[src/rtl/ttcb_pkg.sv]
package ttcb_pkg;

	// Function codes of an input item.
	localparam logic [2:0] FN_PUT  = 3'd0;
	localparam logic [2:0] FN_VUP  = 3'd1;
	localparam logic [2:0] FN_VDN  = 3'd2;
	localparam logic [2:0] FN_READ = 3'd3;
	localparam logic [2:0] FN_CLR  = 3'd4;

	// Control characters.
	localparam logic [7:0] CH_NL    = 8'd10;
	localparam logic [7:0] CH_CR    = 8'd13;
	localparam logic [7:0] CH_BS    = 8'd8;
	localparam logic [7:0] CH_SPACE = 8'd32;

	// Colors used after reset.
	localparam logic [23:0] RESET_FG = 24'hCCDDFF;
	localparam logic [23:0] RESET_BG = 24'h050508;

	// Configuration register indexes.
	localparam logic [1:0] REG_DEFAULT_FG   = 2'd0;
	localparam logic [1:0] REG_DEFAULT_BG   = 2'd1;
	localparam logic [1:0] REG_VISIBLE_ROWS = 2'd2;

	typedef struct packed {
		logic [2:0]  func;
		logic [7:0]  char_code;
		logic [23:0] char_fg;
		logic [23:0] char_bg;
		logic [5:0]  read_row;
		logic [6:0]  read_col;
	} item_t;

	typedef struct packed {
		logic [5:0]  cursor_row;
		logic [7:0]  cursor_col;
		logic [5:0]  view_top;
		logic [7:0]  cell_char;
		logic [23:0] cell_fg;
		logic [23:0] cell_bg;
	} result_t;

	typedef struct packed {
		logic [7:0]  ch;
		logic [23:0] fg;
		logic [23:0] bg;
	} cell_t;

	// Decoded operation of the item in progress.
	typedef enum logic [3:0] {
		OP_NOP,
		OP_NL,
		OP_CR,
		OP_BS,
		OP_PRINT,
		OP_WRAP,
		OP_VUP,
		OP_VDN,
		OP_READ,
		OP_CLR
	} op_t;

	typedef enum logic [2:0] {
		ST_INIT,
		ST_IDLE,
		ST_EXEC,
		ST_LCLR,
		ST_PUT,
		ST_RDWAIT,
		ST_ACLR,
		ST_RESP
	} state_t;

	// Commands from the controller to the datapath.
	typedef struct packed {
		logic capture;
		logic exec;
		logic put;
		logic line_sweep;
		logic all_sweep;
		logic init_fill;
		logic rd_take;
	} ctl_t;

	// Status from the datapath to the controller.
	typedef struct packed {
		op_t  op;
		logic line_last;
		logic all_last;
	} sts_t;

endpackage

[src/rtl/ttcb_ctrl.sv]
module ttcb_ctrl (
	input  logic          clk,
	input  logic          arst_n,
	input  logic          start,
	input  ttcb_pkg::sts_t sts,
	output ttcb_pkg::ctl_t ctl,
	output logic          busy,
	output logic          done
);

	import ttcb_pkg::*;

	state_t state_q;
	state_t state_d;

	always_ff @(posedge clk or negedge arst_n) begin
		if (!arst_n) begin
			state_q <= ST_INIT;
		end else begin
			state_q <= state_d;
		end
	end

	always_comb begin
		state_d = state_q;
		case (state_q)
			ST_INIT: begin
				if (sts.all_last) state_d = ST_IDLE;
			end
			ST_IDLE: begin
				if (start) state_d = ST_EXEC;
			end
			ST_EXEC: begin
				case (sts.op)
					OP_NL, OP_WRAP: state_d = ST_LCLR;
					OP_READ:        state_d = ST_RDWAIT;
					OP_CLR:         state_d = ST_ACLR;
					default:        state_d = ST_RESP;
				endcase
			end
			ST_LCLR: begin
				if (sts.line_last) state_d = (sts.op == OP_WRAP) ? ST_PUT : ST_RESP;
			end
			ST_PUT:    state_d = ST_RESP;
			ST_RDWAIT: state_d = ST_RESP;
			ST_ACLR: begin
				if (sts.all_last) state_d = ST_RESP;
			end
			ST_RESP:   state_d = ST_IDLE;
			default:   state_d = ST_IDLE;
		endcase
	end

	always_comb begin
		ctl  = '0;
		busy = 1'b1;
		done = 1'b0;
		case (state_q)
			ST_INIT: begin
				ctl.all_sweep = 1'b1;
				ctl.init_fill = 1'b1;
			end
			ST_IDLE: begin
				busy        = 1'b0;
				ctl.capture = start;
			end
			ST_EXEC: begin
				ctl.exec = 1'b1;
				ctl.put  = (sts.op == OP_PRINT);
			end
			ST_LCLR:   ctl.line_sweep = 1'b1;
			ST_PUT:    ctl.put        = 1'b1;
			ST_RDWAIT: ctl.rd_take    = 1'b1;
			ST_ACLR:   ctl.all_sweep  = 1'b1;
			ST_RESP:   done           = 1'b1;
			default:   ;
		endcase
	end

endmodule

[config.mk]
export PLATFORM = sky130hd
export DESIGN_NAME = ttcb_ctrl
export DESIGN_NICKNAME = d
export VERILOG_FILES = /design/src/rtl/ttcb_pkg.sv /design/src/rtl/ttcb_ctrl.sv
export SDC_FILE = /design/constraint.sdc
export NUM_CORES = 1
export LEC_CHECK = 0
export BUFFER_PORTS_ARGS = -buffer_cell sky130_fd_sc_hd__buf_2
export CELL_PAD_IN_SITES_DETAIL_PLACEMENT = 0
export CELL_PAD_IN_SITES_GLOBAL_PLACEMENT = 1
export CORE_AREA = 2 2 39 41
export DETAILED_ROUTE_END_ITERATION = 8
export DIE_AREA = 0 0 41 43
export HOLD_SLACK_MARGIN = 0.03
export PLACE_DENSITY = 0.74
export SLEW_MARGIN = 10
export SYNTH_ARGS = -nofsm -noshare
export SYNTH_HDL_FRONTEND = slang
export SYNTH_SLANG_ARGS = --single-unit
[constraint.sdc]
create_clock -name clk -period 3.8 [get_ports clk]
set_input_delay 0.19 -clock clk [delete_from_list [all_inputs] [get_ports clk]]
set_output_delay 0.19 -clock clk [all_outputs]
set_load 0.02 [all_outputs]
After elaboration in Yosys (flattened, before gate mapping)
Index checks and enable logic that the tools add are counted.

Bits of input ports: 9. Register bits after elaboration: 3. Bits in read-only memories: 0. Word-level logic and storage cells: 38. Memories: 0. RAM bits: 0. Latch bits: 0. Output and inout port bits: 9.

Shift operators: 0. Add/sub/neg operators: 0. Equal/unequal tests: 16. Magnitude comparators: 0. Mux-type cells: 16. Reduce and logical (&&, ||, !) cells: 5. $mul: 0. Bitwise gates (word level): 0. Divide/modulo/power cells: 0.

Operators by type and width (number): case mux 3 bit (7 select lines) (1); equality test 3 bit, second input constant (4); 2-to-1 mux 3 bit (4); case mux 3 bit (3 select lines) (1); equality test 4 x 3 -> 1 bit, second input constant (2); equality test 4 bit, second input constant (2); 2-to-1 mux 1 bit (8); != test 2 bit, second input constant (4); equality test 3 x 2 -> 1 bit, second input constant (2); OR reduction 2 bit (3); equality test 4 x 1 -> 1 bit, second input constant (1); AND reduction 4 bit (1); equality test 3 x 1 -> 1 bit, second input constant (1); logical NOT 3 bit (1); 2-to-1 mux 2 bit (1); case mux 1 bit (2 select lines) (1).

Longest topological paths before layout
Gate-level depths: netlist (run 1).

Word-level depth: 4. Gate-level depth with buffers: 4. Gate-level depth less buffers: 4.

Worst setup path before layout (run 1)
Ideal clock, no wire load.

Path kind: register to register. Start: register state_q[1]. End: register state_q[0]. Data required time: 3676 ps. Setup time: 124 ps. Path slack: 2250 ps. Stages on the path, launching flop included: 5. Data arrival time: 1426 ps. Clock period less this slack: 1550 ps. Buffers on the path: 0. Cells stage by stage: dfrtp_1 -> nor2b_1 -> nor3_1 -> or2b_1 -> o31a_1.

Longest elaborated chain between the ends: 3. Elaborated cells between the ends (all ways): 15. Classes of those cells: eq/ne (11); mux (1); reduce/logical (3).

RTL lines: start, declared (line ttcb_ctrl.sv:13) `state_t state_q;`; start signal, assigned (line ttcb_ctrl.sv:20) `state_q <= state_d;`; equality test 3 bit (tied with other cells) (line ttcb_ctrl.sv:26) `case (state_q)`; OR reduction 2 bit (no source line) / != test 2 bit (equally long branches); case mux 3 bit (7 select lines) / AND reduction 4 bit (equally long branches).

Several ways; a longest one is shown, not always the timed one. A chain may end at the register's enable or synchronous reset.

==> flow_summary.yaml, run 1 <==
status:
  status: "finished, final reports clean"
floorplan:
  dieHeight_um: 43
  die_area_sq_um: 1760
  fp-row-count: 14
  die_w_um: 41
  io_pins: 18
  start_util_pct: 23.0
  core_area_sq_um: 1380
setup_path:
  end_kind: "output port"
  rrSetupSlack_ps: 2310
  critPathLaunch: "state_q[1]"
  path_class: "flip-flop to output port"
  cp_max_fo: 13
  reg2reg_from: "state_q[0]"
  critPathRequiredTime_ps: 3610
  arrival_ps: 1460
  start_kind: "flip-flop"
place:
  hpwlAfterDp_um: 604
  gp_congestion: 0.747
  placed_cells: 73
  portBuffers: 17
layout:
  final_layout_size_suffix_gt1_share_pct: 35.5
  top_register: "state_q"
  syn_to_final_growth_pct: 37.8
  reg_top3: "state_q: 3 flops"
  fillCellCount: 161
  nNetsFinal: 72
  largest_reg_flops: 3
  finalNonFillerCells: 78
  regArea_sq_um: 75.1
  antennaDiodeCount: 0
  multi_input_area_sq_um: 214
  final_common_cell: "buf_2"
  mostFrequentLayoutCells: "buf_2, nor2_1, nand2_1"
timing:
  finalCriticalPeriod_ps: 1650
  maxSlewViolCount: 0
  holdWs_ps: 276
  fmax_mhz: 607
  finalSetupTns_ps: 0
  hold_viol: 0
  fin_crit_sh_pct: 43.4
  finalClockSkew_ps: 2.08
  worstMarginPinSlew_ps: 413
  setup-violations-final: 0
  slew_headroom_pct: 72.5
  rsz0062_at_grt: "no"
route:
  drtIter0Drc: 3
  avgRoutedWirePerCell_um: 10.2
  firstDrtPassIters: 4
  drc: 0
  routed_via_density: 4.73
  wl_um: 799
  vias: 369
  ant_nets: 0
global_routing:
  antenna_found_initial: 0
  grt_util_all_layers_pct: 10.0
  grt_pass1_wl_um: 1160
  grt_overflow_total: 0
  grt_pass1_vias: 294
  grt_max_degree: 15
synth:
  syn_area_per_cell_sq_um: 7.39
  syn_nets: 52
  ys.warnings.count: 0
  syn_inst: 43
  ys_seq_area_share_pct: 23.6
  ys_ff_latch: 3
  netlist_area_sq_um: 318
  synth_cell_type_count: 23
pwr:
  p_leak_nw: 0.208
  ir_worst_vdd_uv: 160
  power_density_nw_per_um2: 758
clock_network:
  insertion_delay_ps: 230
  htree_levels: 1
  cts-root-buf: "clkbuf_4"
  clock_path_buffers: 2
  cts_made_buffers: 3
  cts_sinks: 3
  clk_pin_slew_ps: 40
  cts_tree: "built"
run:
  cap_violations: 0
hold_path:
  hold_class: "primary input to async pin"
==> kinds of logic after synthesis <==
kind of cell	after synthesis	synth area share, %
simple gates	24	38.6
flops	3	23.6
buf+inv	5	9.06
compound gates	11	28.7
==> cell usage after synthesis <==
| cell | count | area (sq um) |
|---|---|---|
| a32oi_1 | 1 | 8.76 |
| nor3b_1 | 1 | 7.51 |
| buf_6 | 1 | 11.3 |
| and2_1 | 1 | 6.26 |
| and3_1 | 1 | 6.26 |
| and2b_1 | 1 | 7.51 |
| nor4bb_1 | 1 | 10.0 |
| a41oi_1 | 1 | 8.76 |
| nor2b_1 | 3 | 18.8 |
| o31a_1 | 1 | 8.76 |
| inv_1 | 2 | 7.51 |
| nor2_1 | 8 | 30.0 |
| dfrtp_1 | 3 | 75.1 |
| o31ai_1 | 2 | 15.0 |
| a31oi_1 | 2 | 12.5 |
| nand2_1 | 5 | 18.8 |
| a21oi_1 | 1 | 5.00 |
| o31ai_2 | 1 | 12.5 |
| a31oi_2 | 1 | 12.5 |
| nor3_1 | 2 | 10.0 |
| a211oi_1 | 1 | 7.51 |
| buf_2 | 2 | 10.0 |
| or2b_1 | 1 | 7.51 |
==> metal layers <==
metal / wire (um) / GRT usage (%) / part of all wire, % / vias up
met2: 344 / 12.8 / 43 / 13
met3: 59 / 3.14 / 7.4 / 2
met4: 14 / 8.00 / 1.8 / 0
met5: 0 / 0 / 0 / -
li1: - / - / - / 191
met1: 381 / 13.2 / 48 / 163
==> critical path, cell delays in order (launching register included) <==
cell     delay [ps]
dfrtp_1         570
nor2b_1         260
a41oi_1         140
nor2_1           90
buf_2           170
==> final timing paths <==
check | endpoint | cells after the start
worst min register to register | state_q[2] | 2
worst min-delay path | state_q[1] | 2
worst max-delay path | ctl[4] | 4
worst max register to register | state_q[0] | 4
min in group clk | state_q[0] | 3
max in group asynchronous | state_q[2] | 2
==> area by class of cell <==
class                      instances  share of cell area, %
multi-input combinational         35                   48.9
sequential                         3                   17.1
inverter                           2                   1.71
clock buffer                       4                   6.00
tap                               16                   4.57
timing repair buffer              18                   21.7
==> timing repair <==
item                      in CTS  in global routing
hold buffers                   1                  0
setup buffers                  0                  0
hold endpoints to repair       3                  0
gates resized for setup        0                  0
==> power breakdown <==
part	switching, W	internal, W	leakage, nW
Combinational	0.000102	0.0000790	0.161
Sequential	0.0000491	0.0000464	0.0322
Clock	0.0000163	0.0000393	0.0150
==> per-stage QoR <==
step	cell area, sq um	util [%]	setup slack, ps	total power [W]
global route	438	31.6	2070	0.000358
global placement	402	29.0	2320	0.000274
detailed placement	402	29.0	2320	0.000278
CTS	438	31.6	2150	0.000336
floorplan	318	-	2250	0.000237
finish	438	31.6	2150	0.000332
Power figures use the tool's default switching activity.
==> run 2, diff against run 1 <==
==> constraint.sdc (replaced) <==
create_clock -name clk -period 1.6 [get_ports clk]
set_input_delay 0.08 -clock clk [delete_from_list [all_inputs] [get_ports clk]]
set_output_delay 0.08 -clock clk [all_outputs]
set_load 0.02 [all_outputs]
==> run 2 against run 1 <==
Net effect: worst setup slack worse by 1900 ps; critical path depth unchanged; core utilization up 1.6 points; via count up 4.6%; register-to-register slack worse by 2100 ps; total power rose to 2.5 times the previous value; die area unchanged; wire length up 6.5%; clock skew about the same; critical endpoint unchanged; highest routed layer is now met3.
==> flow_summary.yaml, run 2 (same netlist as run 1, synthesis figures left out) <==
status:
  status: "finished, final reports clean"
route:
  drtIter0Drc: 10
  routed_via_density: 4.77
  vias: 386
  wl_um: 851
  avgRoutedWirePerCell_um: 10.5
  drc: 0
  firstDrtPassIters: 4
  ant_nets: 0
timing:
  rsz0062_at_grt: "no"
  hold_viol: 0
  fin_crit_sh_pct: 84.9
  maxSlewViolCount: 0
  setup_ws_ps: 241
  setup-violations-final: 0
  finalSetupTns_ps: 0
  worstMarginPinSlew_ps: 317
  slew_headroom_pct: 78.6
  finalClockSkew_ps: 2.53
  fmax_mhz: 736
  finalCriticalPeriod_ps: 1360
floorplan:
  fp-row-count: 14
  dieHeight_um: 43
  core_area_sq_um: 1380
  start_util_pct: 23.0
  io_pins: 18
  die_w_um: 41
  die_area_sq_um: 1760
clock_network:
  htree_levels: 1
  clk_pin_slew_ps: 40
  cts_made_buffers: 3
  cts-root-buf: "clkbuf_4"
  insertion_delay_ps: 230
  cts_sinks: 3
  cts_tree: "built"
  clock_path_buffers: 2
layout:
  antennaDiodeCount: 0
  final_layout_size_suffix_gt1_share_pct: 38.5
  fillCellCount: 155
  reg_top3: "state_q: 3 flops"
  utilization_pct: 33.3
  final_common_cell: "buf_2"
  syn_to_final_growth_pct: 44.9
  nNetsFinal: 75
  mostFrequentLayoutCells: "buf_2, nor2_1, nand2_1"
  largest_reg_flops: 3
  top_register: "state_q"
  fin_area_sq_um: 460
setup_path:
  end_kind: "output port"
  critPathRequiredTime_ps: 1520
  cp_max_fo: 7
  start_kind: "flip-flop"
  arrival_ps: 1280
  rrSetupSlack_ps: 240
  path_class: "flip-flop to output port"
global_routing:
  grt_overflow_total: 0
  antenna_found_initial: 0
  grt_max_degree: 12
  grt_pass1_vias: 318
  grt_util_all_layers_pct: 11.2
  grt_pass1_wl_um: 1260
pwr:
  ir_worst_vdd_uv: 380
  power_density_nw_per_um2: 1820
  p_leak_nw: 0.222
place:
  placed_cell_area_sq_um: 424
  portBuffers: 17
  hpwlAfterDp_um: 663
  dpl_worst_slack_ps: 259
  gp_congestion: 0.722
run:
  cap_violations: 0
hold_path:
  hold_class: "primary input to async pin"
run 2: cell count changes in the layout (fill, tap and decap cells not counted), sizes merged:
cell	change
buf	+3
run 2: repair_timing:
item	in CTS	in global routing
hold buffers	1	0
endpoints found under the hold margin	3	0
gates resized for setup	0	0
buffers inserted	0	0
run 2: report_power, final:
group	internal [W]	leakage [nW]	switching (W)
clock	0.0000935	0.0150	0.0000395
combinational	0.000228	0.175	0.000319
sequential	0.000112	0.0322	0.0000476
total	0.000433	0.222	0.000406
run 2: cell type report:
class	count	area (sq um)	share of cell area [%]
Multi-Input combinational cell	35	214	46.5
Timing Repair Buffer	21	118	25.5
Sequential cell	3	75.1	16.3
Clock buffer	4	26.3	5.71
Tap cell	16	20.0	4.35
Inverter	2	7.51	1.63
run 2: path summary, 6_finish.rpt:
kind,depth (start not counted),end,from
worst min register to register,2,state_q[2],state_q[0]
min in group clk,3,state_q[0],sts[0]
worst min-delay path,2,state_q[2],arst_n
worst max-delay path,4,ctl[4],state_q[1]
max in group asynchronous,2,state_q[0],arst_n
worst max register to register,4,state_q[0],state_q[1]
run 2: critical path, stage by stage, from the launching register on:
cell and delay (ps):
dfrtp_1 420, nor2b_1 230, a41oi_1 130, nor2_1 90, buf_2 160
run 2: layer usage:
layer	share of wire, %	global-route usage (%)	routed length, um
met5	0	0	0
met4	0	10.0	0
met3	7.6	3.14	65
met2	48	13.8	406
met1	45	14.9	379
run 2: stage by stage:
stage	power, W	std cells	hold slack, ps
3_5_place_dp	0.000707	76	-121
5_1_grt	0.000905	81	181
2_1_floorplan	0.000562	43	-216
6_report	0.000840	81	173
3_3_place_gp	0.000706	76	-122
4_1_cts	0.000848	81	166
==> run 3, diff against run 2 <==
==> constraint.sdc (replaced) <==
create_clock -name clk -period 1.3 [get_ports clk]
set_input_delay 0.065 -clock clk [delete_from_list [all_inputs] [get_ports clk]]
set_output_delay 0.065 -clock clk [all_outputs]
set_load 0.02 [all_outputs]
==> run 3 against run 2 <==
Net effect: the run now ends with negative setup slack left; global-route usage rose by 2.4 points; combinational power rose by 88%; total power rose by 68%; sequential cell count did not move; final cell count rose by 4.9%; sequential share of layout area fell by 3.2 points; hold slack got worse by 20 ps; non-clock buffer count rose by 4; largest power group unchanged; highest routed layer is now met4.
==> flow_summary.yaml, run 3 (same netlist as run 1, synthesis figures left out) <==
floorplan:
  die_w_um: 41
  dieHeight_um: 43
  fp-row-count: 14
  die_area_sq_um: 1760
  core_area_sq_um: 1380
  io_pins: 18
  start_util_pct: 23.0
place:
  portBuffers: 17
  gp_congestion: 0.693
  hpwlAfterDp_um: 657
  placed_cell_area_sq_um: 450
hold_path:
  hold_class: "primary input to async pin"
timing:
  finalSetupTns_ps: -27.6
  worstMarginPinSlew_ps: 348
  rsz0062_at_grt: "yes"
  finalClockSkew_ps: 2.41
  setup_ws_ps: -21.3
  hold_viol: 0
  fin_crit_sh_pct: 102
  setup-violations-final: 2
  maxSlewViolCount: 0
  slew_headroom_pct: 76.5
  finalCriticalPeriod_ps: 1320
  fmax_mhz: 757
setup_path:
  reg2reg_to: "state_q[0]"
  ff2ff_path_depth: 4
  end_kind: "flip-flop"
  critPathRequiredTime_ps: 1420
  reg2reg_from: "state_q[1]"
  arrival_ps: 1440
  path_class: "flip-flop to flip-flop"
  cp_max_fo: 5
  start_kind: "flip-flop"
  rrSetupSlack_ps: -20
clock_network:
  insertion_delay_ps: 230
  cts_sinks: 3
  cts-root-buf: "clkbuf_4"
  clock_path_buffers: 2
  clk_pin_slew_ps: 40
  cts_made_buffers: 3
  cts_tree: "built"
  htree_levels: 1
layout:
  fin_area_sq_um: 592
  fillCellCount: 136
  largest_reg_flops: 3
  final_common_cell: "buf_2"
  reg_top3: "state_q: 3 flops"
  antennaDiodeCount: 0
  syn_to_final_growth_pct: 86.2
  nNetsFinal: 79
  mostFrequentLayoutCells: "buf_2, buf_4, nor2_1, nand2_1, buf_6"
  final_layout_size_suffix_gt1_share_pct: 58.0
  top_register: "state_q"
pwr:
  finalPower_w: 0.00141
  power_density_nw_per_um2: 2380
  p_leak_nw: 0.261
  ir_worst_vdd_uv: 699
route:
  ant_nets: 0
  drtIter0Drc: 13
  firstDrtPassIters: 6
  vias: 417
  avgRoutedWirePerCell_um: 12.4
  wl_um: 1050
  routed_via_density: 4.91
  drc: 0
global_routing:
  antenna_found_initial: 0
  grt_pass1_vias: 411
  grt_max_degree: 10
  grt_overflow_total: 0
  grt_util_all_layers_pct: 13.6
  grt_pass1_wl_um: 1620
run:
  cap_violations: 0
status:
  status: "complete, but fails checks"
  violations: "negative setup slack"
[run 3: how the worst max path moves through the flow]
stage	start	to	slack, ps	cells after the start
finish	state_q[1]	state_q[0]	-20	4
global route	state_q[1]	ctl[4]	-70	4
CTS	state_q[1]	state_q[0]	-10	4
detailed placement	state_q[1]	state_q[0]	-3	4
global placement	state_q[2]	state_q[2]	20	4
floorplan	state_q[1]	state_q[0]	20	4
[run 3: layout make-up]
type / instances / area [sq um] / share of cell area (%)
Multi-Input combinational cell: 35 / 283 / 47.8
Tap cell: 16 / 20.0 / 3.38
Timing Repair Buffer: 25 / 178 / 30.0
Clock buffer: 4 / 26.3 / 4.44
Inverter: 2 / 7.51 / 1.27
Sequential cell: 3 / 77.6 / 13.1
[run 3: power breakdown]
| group | total, W | switching, W | internal (W) |
|---|---|---|---|
| combinational | 0.00103 | 0.000529 | 0.000498 |
| sequential | 0.000215 | 0.0000709 | 0.000144 |
| clock | 0.000166 | 0.0000512 | 0.000115 |
| total | 0.00141 | 0.000651 | 0.000757 |
[run 3: critical path, stage by stage, from the launching register on]
cell and delay (ps):
dfrtp_2 440, nor4bb_2 200, a31oi_4 190, o31ai_2 100, o31a_1 280
[run 3: per-layer routing]
metal  part of all wire, %  global-route usage, %  up-vias
met5                     0                      0        -
met4                  0.29                   6.00        0
met3                   4.9                   4.71        2
met2                    52                   21.3       18
met1                    42                   15.8      190
li1                      -                      -      207
[run 3: what timing repair did]
item                       4_1_cts  5_1_grt
buffers inserted                 0        3
setup endpoints to repair        8       11
hold endpoints to repair         3        0
hold buffers                     1        0
gates resized for setup          8       15
pin swaps                        0        5
[run 3: stage by stage]
step / hold slack, ps / worst slack [ps] / cells / util [%]
final: 153 / -21.3 / 85 / 42.8
after global routing: 166 / -72.3 / 85 / 42.8
after CTS: 146 / -13.6 / 82 / 37.1
after detailed placement: -135 / -2.58 / 77 / 32.5
after global placement: -136 / 22.0 / 77 / 32.5
after floorplan: -231 / 21.0 / 43 / -
